===== config.mk =====
export PLATFORM = sky130hd
export DESIGN_NAME = morse_key_decoder
export DESIGN_NICKNAME = d
export VERILOG_FILES = /design/src/design/mkd_pkg.sv /design/src/design/mkd_out_buf.sv /design/src/design/morse_key_decoder.sv
export SDC_FILE = /design/constraint.sdc
export NUM_CORES = 1
export LEC_CHECK = 0
export BUFFER_PORTS_ARGS = -buffer_cell sky130_fd_sc_hd__buf_2
export CORE_ASPECT_RATIO = 1.2
export CORE_MARGIN = 4
export CORE_UTILIZATION = 25
export CTS_BUF_LIST = sky130_fd_sc_hd__clkbuf_8
export DETAILED_ROUTE_END_ITERATION = 8
export GPL_TIMING_DRIVEN = 0
export PLACE_DENSITY_LB_ADDON = 0.1
export SLEW_MARGIN = 25
export SYNTH_ARGS = -nofsm -noshare
export SYNTH_HDL_FRONTEND = slang
export SYNTH_SLANG_ARGS = --single-unit

===== constraint.sdc =====
create_clock -name clk -period 2.1 [get_ports clk]
set_input_delay 0.105 -clock clk [delete_from_list [all_inputs] [get_ports clk]]
set_output_delay 0.105 -clock clk [all_outputs]
set_load 0.05 [all_outputs]

===== src/design/mkd_pkg.sv =====
// ----------------------------------------------------------------------------
// mkd_pkg
// types, constants and the code lookup of the morse key decoder
// ----------------------------------------------------------------------------
package mkd_pkg;

    // elements held before the next press closes the letter
    localparam logic [2:0] MAX_ELEMENTS = 3'd6;

    // configuration register indexes
    localparam logic [1:0] CFG_DOT_LIMIT        = 2'd0;
    localparam logic [1:0] CFG_LETTER_GAP_LIMIT = 2'd1;
    localparam logic [1:0] CFG_WORD_GAP_LIMIT   = 2'd2;

    // character for code i sits at byte (63 - i) counted from the lsb
    localparam logic [64*8-1:0] LETTER_TABLE =
        "##TEMNAIOGKDWRUS##QZYCXBJP#L#FVH09#8###7#######61#######2###3#45";

    // punctuation codes above the table
    localparam logic [6:0] CODE_COLON    = 7'd71;
    localparam logic [6:0] CODE_COMMA    = 7'd76;
    localparam logic [6:0] CODE_EXCLAIM  = 7'd84;
    localparam logic [6:0] CODE_DASH     = 7'd94;
    localparam logic [6:0] CODE_AT       = 7'd101;
    localparam logic [6:0] CODE_PERIOD   = 7'd106;
    localparam logic [6:0] CODE_QUESTION = 7'd115;

    localparam logic [7:0] CH_COLON    = ":";
    localparam logic [7:0] CH_COMMA    = ",";
    localparam logic [7:0] CH_EXCLAIM  = "!";
    localparam logic [7:0] CH_DASH     = "-";
    localparam logic [7:0] CH_AT       = "@";
    localparam logic [7:0] CH_PERIOD   = ".";
    localparam logic [7:0] CH_QUESTION = "?";
    localparam logic [7:0] CH_UNKNOWN  = "#";

    typedef struct packed {
        logic [6:0] char_code;
        logic       word_break;
    } mkd_result_t;

    function automatic logic [6:0] lookup_code(input logic [6:0] code);
        logic [6:0] ch;
        ch = CH_UNKNOWN[6:0];
        if (!code[6]) begin
            // 63 - index is the bitwise inverse on six bits
            ch = LETTER_TABLE[{~code[5:0], 3'b000} +: 7];
        end
        else begin
            case (code)
                CODE_COLON:    ch = CH_COLON[6:0];
                CODE_COMMA:    ch = CH_COMMA[6:0];
                CODE_EXCLAIM:  ch = CH_EXCLAIM[6:0];
                CODE_DASH:     ch = CH_DASH[6:0];
                CODE_AT:       ch = CH_AT[6:0];
                CODE_PERIOD:   ch = CH_PERIOD[6:0];
                CODE_QUESTION: ch = CH_QUESTION[6:0];
                default:       ch = CH_UNKNOWN[6:0];
            endcase
        end
        return ch;
    endfunction

endpackage


===== src/design/mkd_out_buf.sv =====
// ----------------------------------------------------------------------------
// mkd_out_buf
// two-entry result buffer: output register plus skid register
// ----------------------------------------------------------------------------
module mkd_out_buf (
    input  logic                clk,
    input  logic                rst_n,
    input  logic                push,
    input  mkd_pkg::mkd_result_t push_data,
    output logic                full,
    output logic                out_valid,
    input  logic                out_stall,
    output mkd_pkg::mkd_result_t out_data
);
    import mkd_pkg::*;

    logic        out_valid_reg;
    logic        out_valid_next;
    mkd_result_t out_data_reg;
    mkd_result_t out_data_next;
    logic        skid_valid_reg;
    logic        skid_valid_next;
    mkd_result_t skid_data_reg;
    mkd_result_t skid_data_next;
    logic        pop;

    assign pop = out_valid_reg && !out_stall;

    always_comb
    begin
        out_valid_next  = out_valid_reg;
        out_data_next   = out_data_reg;
        skid_valid_next = skid_valid_reg;
        skid_data_next  = skid_data_reg;
        if (skid_valid_reg) begin
            // no push while full
            if (pop) begin
                out_data_next   = skid_data_reg;
                skid_valid_next = 1'b0;
            end
        end
        else if (push) begin
            if (!out_valid_reg || pop) begin
                out_valid_next = 1'b1;
                out_data_next  = push_data;
            end
            else begin
                skid_valid_next = 1'b1;
                skid_data_next  = push_data;
            end
        end
        else if (pop) begin
            out_valid_next = 1'b0;
        end
    end

    always_ff @(posedge clk or negedge rst_n)
    begin
        if (!rst_n) begin
            out_valid_reg  <= 1'b0;
            skid_valid_reg <= 1'b0;
        end
        else begin
            out_valid_reg  <= out_valid_next;
            skid_valid_reg <= skid_valid_next;
        end
    end

    always_ff @(posedge clk)
    begin
        out_data_reg  <= out_data_next;
        skid_data_reg <= skid_data_next;
    end

    assign full      = skid_valid_reg;
    assign out_valid = out_valid_reg;
    assign out_data  = out_data_reg;

endmodule


===== src/design/morse_key_decoder.sv =====
// ----------------------------------------------------------------------------
// morse_key_decoder
// decodes a sampled morse key into ascii characters
// ----------------------------------------------------------------------------
// One word is one tick sample of the key and the block takes one word every
// clock. Press and gap lengths are counted in ticks (saturating at 255); a
// letter is decoded when the press after a long enough gap, or after six
// elements, is taken, and its character is pushed into the result buffer.
// Results leave through a two-entry buffer, so input is stalled only when
// two results wait behind a stalled output. The user writes the three limits
// through the config port while the block is idle, which is not enforced.
// ----------------------------------------------------------------------------
module morse_key_decoder (
    input  logic       clk,
    input  logic       rst_n,
    input  logic       in_valid,
    output logic       in_stall,
    input  logic       key_down,
    output logic       out_valid,
    input  logic       out_stall,
    output logic [6:0] char_code,
    output logic       word_break,
    input  logic       cfg_valid,
    output logic       cfg_ready,
    input  logic [1:0] cfg_index,
    input  logic [7:0] cfg_data
);
    import mkd_pkg::*;

    typedef enum logic [1:0] {
        PH_IDLE  = 2'd0,
        PH_PRESS = 2'd1,
        PH_GAP   = 2'd2
    } phase_t;

    phase_t      phase_reg;
    phase_t      phase_next;
    logic [7:0]  tick_count_reg;
    logic [7:0]  tick_count_next;
    logic [6:0]  code_accum_reg;
    logic [6:0]  code_accum_next;
    logic [2:0]  element_count_reg;
    logic [2:0]  element_count_next;
    logic [7:0]  dot_limit_reg;
    logic [7:0]  letter_gap_limit_reg;
    logic [7:0]  word_gap_limit_reg;

    logic        accept;
    logic        emit;
    logic        buf_full;
    logic [7:0]  tick_inc;
    mkd_result_t result;
    mkd_result_t out_data;

    assign accept   = in_valid && !buf_full;
    assign in_stall = buf_full;
    assign tick_inc = (tick_count_reg == 8'hFF) ? tick_count_reg : tick_count_reg + 8'd1;

    always_comb
    begin
        phase_next         = phase_reg;
        tick_count_next    = tick_count_reg;
        code_accum_next    = code_accum_reg;
        element_count_next = element_count_reg;
        emit               = 1'b0;
        result.char_code   = lookup_code(code_accum_reg);
        result.word_break  = (tick_count_reg >= word_gap_limit_reg);
        case (phase_reg)
            PH_PRESS:
            begin
                if (key_down) begin
                    tick_count_next = tick_inc;
                end
                else begin
                    // short press is a dot (1), long one a dash (0)
                    code_accum_next = {code_accum_reg[5:0], tick_count_reg < dot_limit_reg};
                    if (element_count_reg != 3'd7) begin
                        element_count_next = element_count_reg + 3'd1;
                    end
                    phase_next      = PH_GAP;
                    tick_count_next = 8'd1;
                end
            end
            PH_GAP:
            begin
                if (!key_down) begin
                    tick_count_next = tick_inc;
                end
                else begin
                    if (tick_count_reg >= letter_gap_limit_reg
                        || element_count_reg >= MAX_ELEMENTS) begin
                        emit               = 1'b1;
                        code_accum_next    = 7'd1;
                        element_count_next = 3'd0;
                    end
                    phase_next      = PH_PRESS;
                    tick_count_next = 8'd1;
                end
            end
            default:
            begin
                // idle and the unused code both wait for a press
                if (key_down) begin
                    phase_next         = PH_PRESS;
                    tick_count_next    = 8'd1;
                    code_accum_next    = 7'd1;
                    element_count_next = 3'd0;
                end
                else begin
                    phase_next = PH_IDLE;
                end
            end
        endcase
    end

    always_ff @(posedge clk or negedge rst_n)
    begin
        if (!rst_n) begin
            phase_reg         <= PH_IDLE;
            tick_count_reg    <= 8'd0;
            code_accum_reg    <= 7'd1;
            element_count_reg <= 3'd0;
        end
        else if (accept) begin
            phase_reg         <= phase_next;
            tick_count_reg    <= tick_count_next;
            code_accum_reg    <= code_accum_next;
            element_count_reg <= element_count_next;
        end
    end

    assign cfg_ready = 1'b1;

    always_ff @(posedge clk or negedge rst_n)
    begin
        if (!rst_n) begin
            dot_limit_reg        <= 8'd2;
            letter_gap_limit_reg <= 8'd3;
            word_gap_limit_reg   <= 8'd6;
        end
        else if (cfg_valid && cfg_ready) begin
            case (cfg_index)
                CFG_DOT_LIMIT:        dot_limit_reg        <= cfg_data;
                CFG_LETTER_GAP_LIMIT: letter_gap_limit_reg <= cfg_data;
                CFG_WORD_GAP_LIMIT:   word_gap_limit_reg   <= cfg_data;
                default:              ;
            endcase
        end
    end

    mkd_out_buf u_out_buf (
        .clk       (clk),
        .rst_n     (rst_n),
        .push      (accept && emit),
        .push_data (result),
        .full      (buf_full),
        .out_valid (out_valid),
        .out_stall (out_stall),
        .out_data  (out_data)
    );

    assign char_code  = out_data.char_code;
    assign word_break = out_data.word_break;

endmodule


Yosys cells after proc, flatten, opt, wreduce, memory -nomap -nowiden
Cells that the tools add are included.
{"block": "op_classes", "mux": 36, "reduce_logical": 24, "n_shift": 1, "n_addsub": 2, "bitwise": 3, "order_cmp": 4, "eq_ne": 19}
{"cell": "512-bit by 10-bit variable part select with 7-bit output (first input constant)", "n": 1}
{"cell": "8-bit two-way mux", "n": 8}
{"cell": "7-bit equality test (second input constant)", "n": 7}
{"cell": "7-bit case mux with 7 select lines", "n": 1}
{"cell": "7-bit two-way mux", "n": 5}
{"cell": "8-bit >= comparator", "n": 2}
{"cell": "8-bit case mux with 2 select lines", "n": 1}
{"cell": "3-bit two-way mux", "n": 5}
{"cell": "7-bit case mux with 2 select lines", "n": 1}
{"cell": "2-bit inequality test (second input constant)", "n": 6}
{"cell": "3-bit AND reduction", "n": 4}
{"cell": "1-bit two-way mux", "n": 11}
{"cell": "8-bit by 1-bit adder with 8-bit output (second input constant)", "n": 1}
{"cell": "8-bit equality test (second input constant)", "n": 1}
{"cell": "8-bit < comparator", "n": 1}
{"cell": "2-bit AND reduction", "n": 4}
{"cell": "2-bit nonzero test", "n": 4}
{"cell": "6-bit NOT", "n": 1}
{"cell": "3-bit case mux with 2 select lines", "n": 1}
{"cell": "6-bit AND reduction", "n": 1}
{"cell": "5-bit AND reduction", "n": 1}
{"cell": "2-bit by 1-bit equality test with 1-bit output (second input constant)", "n": 2}
{"cell": "2-bit equality test (second input constant)", "n": 2}
{"cell": "2-bit two-way mux", "n": 2}
{"cell": "other kinds (10)", "n": 16}
{"block": "word_totals", "wordCells": 102, "in_bits": 16, "out_inout_bits": 11, "reg_bits": 62}

Longest topological paths before layout
{"block": "depth", "word_depth": 8, "ltp_mapped": 9}

Modules after synthesis
From an unflattened synthesis, not the netlist that was laid out.
{"block": "unflattened", "hier_cells": 416, "hier_area_um2": 4040.1}
{"module": "morse_key_decoder", "seq_area_each_um2": 1108.6, "area_each_um2": 3334.4, "n_inst": 1, "cells_per_inst": 379}
{"module": "mkd_out_buf", "seq_area_each_um2": 530.5, "area_each_um2": 705.7, "n_inst": 1, "cells_per_inst": 37}

Worst setup path before layout
Ideal clock, no wire load.
{"block": "synth_timing", "path_type": "register to register", "startpoint": "register code_accum_reg[0]", "endpoint": "register u_out_buf.out_data_reg, in the netlist u_out_buf.out_data[5], data pin", "path_stages_with_launch": 9, "arrival_time_ps": 2098, "setup_slack_ps": -258, "n_path_buf": 1, "t_required_ps": 1840, "cell_sequence": "dfstp_2 -> inv_1 -> ha_1 -> clkbuf_1 -> mux4_2 -> mux2i_1 -> a221o_1 -> nand2_1 -> mux2_2"}
{"element": "start, declared", "line_no": "morse_key_decoder.sv:40", "rtl": "logic [6:0] code_accum_reg;"}
{"element": "start signal, assigned", "line_no": "morse_key_decoder.sv:127", "rtl": "code_accum_reg <= code_accum_next;"}
{"element": "end signal, assigned", "line_no": "mkd_out_buf.sv:71", "rtl": "out_data_reg <= out_data_next;"}
{"element": "end, declared", "line_no": "mkd_out_buf.sv:19", "rtl": "mkd_result_t out_data_reg;"}

==> flow_metrics.env <==
export IMPL_yosysSeqAreaShare=0.406
export IMPL_grt_usage=0.120
export IMPL_end_kind="register"
export IMPL_clock_latency_ns=0.36
export IMPL_reg2reg_depth=7
export IMPL_worstMarginPinSlew_ns=0.762
export IMPL_hold_end="word_gap_limit_reg[0]"
export IMPL_switchingPower_mw=1.79
export IMPL_cts_root_buf="clkbuf_8"
export IMPL_fin_crit_sh=1.09
export IMPL_rsz0062_at_grt="yes"
export IMPL_viasPerCell=4.71
export IMPL_antenna_found_initial=0
export IMPL_routed_wl_um=10600
export IMPL_grt_pass1_wl_um=17000
export IMPL_fin_skew_ns=0.0140
export IMPL_timing_rr_end="u_out_buf.out_data[5]"
export IMPL_crit_slowest_cell="dfstp_2"
export IMPL_synthToLayoutAreaGrowth_pct=27.4
export IMPL_grt_pass1_vias=3250
export IMPL_clock_fmax_mhz=438
export IMPL_p_clk_frac=0.241
export IMPL_hpwl_um=7580
export IMPL_ir_worst_vdd_v=0.000443
export IMPL_route_detailed_drc=0
export IMPL_synth_top_area_frac=0.248
export IMPL_yosys_warnings=0
export IMPL_routabilityCongestion=0.762
export IMPL_yosys_area_top_type="dfrtp_1"
export IMPL_powerDensity_nw_per_um2=947
export IMPL_violations="negative setup slack"
export IMPL_drt_initial_drc_count=185
export IMPL_crit_chain="inv_4, ha_4, mux4_2, mux2i_1, a221o_1, nand2_2, mux2_4"
export IMPL_nets=519
export IMPL_ys_flop_type="dfrtp_1"
export IMPL_cts_path_max_buffers=2
export IMPL_gr_total_overflow=0
export IMPL_path_class="register to register"
export IMPL_yosysMostFrequentCell="nand2_1"
export IMPL_hold_depth=2
export IMPL_worstPathRequired_ns=2.22
export IMPL_ant_nets=0
export IMPL_cts_inserted_buffers=9
export IMPL_drive_gt1_frac=0.333
export IMPL_dr_pass1_iters=4
export IMPL_report_final_slew_viol_count=0
export IMPL_status="finished, violations left"
export IMPL_syn_num_nets=459
export IMPL_diodes=0
export IMPL_final_hold_viol_count=0
export IMPL_cts_tree="yes"
export IMPL_routed_via_count=3196
export IMPL_ys_seq_elements=62
export IMPL_num_rows=50
export IMPL_p_int_mw=3.08
export IMPL_final_cells=679
export IMPL_finalSetupViolations=6
export IMPL_die_h_um=147
export IMPL_seq_area_sq_um=1650
export IMPL_synth_area_sq_um=4040
export IMPL_cp_start_kind="register"
export IMPL_port_buffers=24
export IMPL_cp_slowest_stage_delay_ns=0.59
export IMPL_cp_max_fo=6
export IMPL_min_period_ns=2.28
export IMPL_power_share_sequential=0.332
export IMPL_placed_cells=638
export IMPL_grt_max_degree=47
export IMPL_r2r_start="code_accum_reg[0]"
export IMPL_fin_ws_ns=-0.181
export IMPL_synth_area_per_cell_sq_um=9.94
export IMPL_leakagePower_nw=2.21
export IMPL_design_core_area_sq_um=15700
export IMPL_power_mw=4.87
export IMPL_io_pin_count=27
export IMPL_wl_per_cell_um=15.5
export IMPL_switching_share=0.367
export IMPL_synthTopCellsByCount="nand2_1, dfrtp_1, inv_1"
export IMPL_nFillCells=1658
export IMPL_yosys_cell_types_count=62
export IMPL_async_flop_share=0.742
export IMPL_max_slew_margin=0.491
export IMPL_rrSetupSlack_ns=-0.18
export IMPL_clkSinkCount=62
export IMPL_drv_cap=0
export IMPL_cts_max_level=3
export IMPL_min_from="cfg_data[0]"
export IMPL_syn_inst=406
export IMPL_synth_area_leaders="dfrtp_1, edfxtp_1, ha_1, mux2_2, dfstp_2"
export IMPL_dieWidth_um=124
export IMPL_start_util=0.257
export IMPL_p_comb_frac=0.428
export IMPL_synth_edf_count=16
export IMPL_arrival_ns=2.40
export IMPL_die_area_sq_um=18200
export IMPL_holdCritPathClass="input port to register"
export IMPL_multi_input_area_sq_um=2390
export IMPL_clkTransAtPathRegs_ns=0.08
-- placed cells by master (no fill, tap or decap), types with 4 or more instances in the layout --
cell / synthesis / routed
nand2_1: 41 / 38
inv_1: 40 / 37
dfrtp_1: 40 / 34
buf_2: 9 / 29
ha_1: 37 / 29
nor2_1: 25 / 22
mux2_2: 23 / 22
a21oi_1: 21 / 18
edfxtp_1: 16 / 16
o21ai_0: 16 / 15
buf_4: 1 / 15
mux2i_1: 14 / 14
clkbuf_8: 0 / 9
nand3_1: 8 / 8
dlygate4sd3_1: 0 / 8
nand2b_1: 8 / 7
nand4_1: 7 / 7
inv_2: 4 / 6
a21o_1: 6 / 6
dfstp_2: 6 / 6
dfrtp_2: 0 / 6
buf_6: 1 / 5
xor2_1: 5 / 5
ha_4: 0 / 5
clkinvlp_4: 0 / 4
clkbuf_1: 5 / 4
nor3_1: 7 / 4
-- logic make-up (layout without fill, tap and decap cells) --
| family | after synthesis | after routing | share of synthesized area |
|---|---|---|---|
| AO/OA/AOI/OAI | 86 | 86 | 0.145 |
| adder cells (fa/ha/maj) | 37 | 37 | 0.115 |
| buffers and inverters | 61 | 126 | 0.0623 |
| multiplexers | 42 | 42 | 0.122 |
| flip-flops | 62 | 62 | 0.406 |
| AND/OR/NAND/NOR | 111 | 111 | 0.136 |
| other | 1 | 1 | 0.000929 |
| XOR/XNOR | 6 | 6 | 0.0130 |
-- repair_timing --
| action | 4_1_cts | 5_1_grt |
|---|---|---|
| endpoints found under the hold margin | 59 | 0 |
| setup buffers | 17 | 2 |
| pin swaps | 11 | 11 |
| resized for setup | 38 | 23 |
| endpoints found under the setup margin | 43 | 38 |
| hold buffers | 8 | 0 |
-- metrics by stage --
stage	instance area, sq um	setup slack (ns)	hold slack, ns	TNS [ns]	util
floorplan	4070	-0.160	-0.191	-0.308	-
global placement	4450	-0.631	0.343	-14.03	0.284
detailed placement	4460	-0.663	0.173	-13.61	0.284
CTS	5020	-0.169	0.0145	-0.922	0.320
global route	5140	-0.228	0.00969	-1.44	0.327
finish	5140	-0.181	0.0340	-0.581	0.327
-- cell type report --
class	instances	area share
timing repair buffer	50	0.0711
clock buffer	9	0.0241
sequential	62	0.320
tap	208	0.0506
clock inverter	7	0.0175
inverter	44	0.0333
buffer	16	0.0175
multi-input combinational	283	0.466
-- worst max path at each step --
| stage | startpoint | to | slack, ns | cells past startpoint |
|---|---|---|---|---|
| after floorplan | code_accum_reg[0] | u_out_buf.out_data[5] | -0.16 | 8 |
| after global placement | code_accum_reg[1] | u_out_buf.out_data[4] | -0.63 | 8 |
| after detailed placement | code_accum_reg[1] | u_out_buf.out_data[4] | -0.66 | 8 |
| after CTS | code_accum_reg[0] | u_out_buf.out_data[5] | -0.17 | 7 |
| after global routing | code_accum_reg[0] | u_out_buf.out_data[5] | -0.23 | 7 |
| final | code_accum_reg[0] | u_out_buf.out_data[5] | -0.18 | 7 |
-- critical path: cells and delay by family (launching register included) --
kind                       cells  cell delay (ns)
muxes                          3             0.91
DFF                            1             0.59
AOI/OAI and AO/OA              1             0.23
adders and majority gates      1             0.18
and+or+nand+nor                1             0.08
buffers and inverters          1             0.06
-- per-layer routing --
layer / part of all wire / track usage
met1: 0.44 / 0.144
met2: 0.51 / 0.206
met3: 0.030 / 0.0273
met4: 0.021 / 0.0466
met5: 0 / 0
-- power by group through the flow --
stage | Sequential (mW) | Clock [mW] | Combinational [mW]
4_1_cts | 1.61 | 1.22 | 2.03
3_3_place_gp | 1.66 | 0 | 1.74
2_1_floorplan | 1.61 | 0 | 1.29
3_5_place_dp | 1.66 | 0 | 1.74
6_report | 1.61 | 1.17 | 2.08
5_1_grt | 1.64 | 1.29 | 2.31
Power figures use the tool's default switching activity.
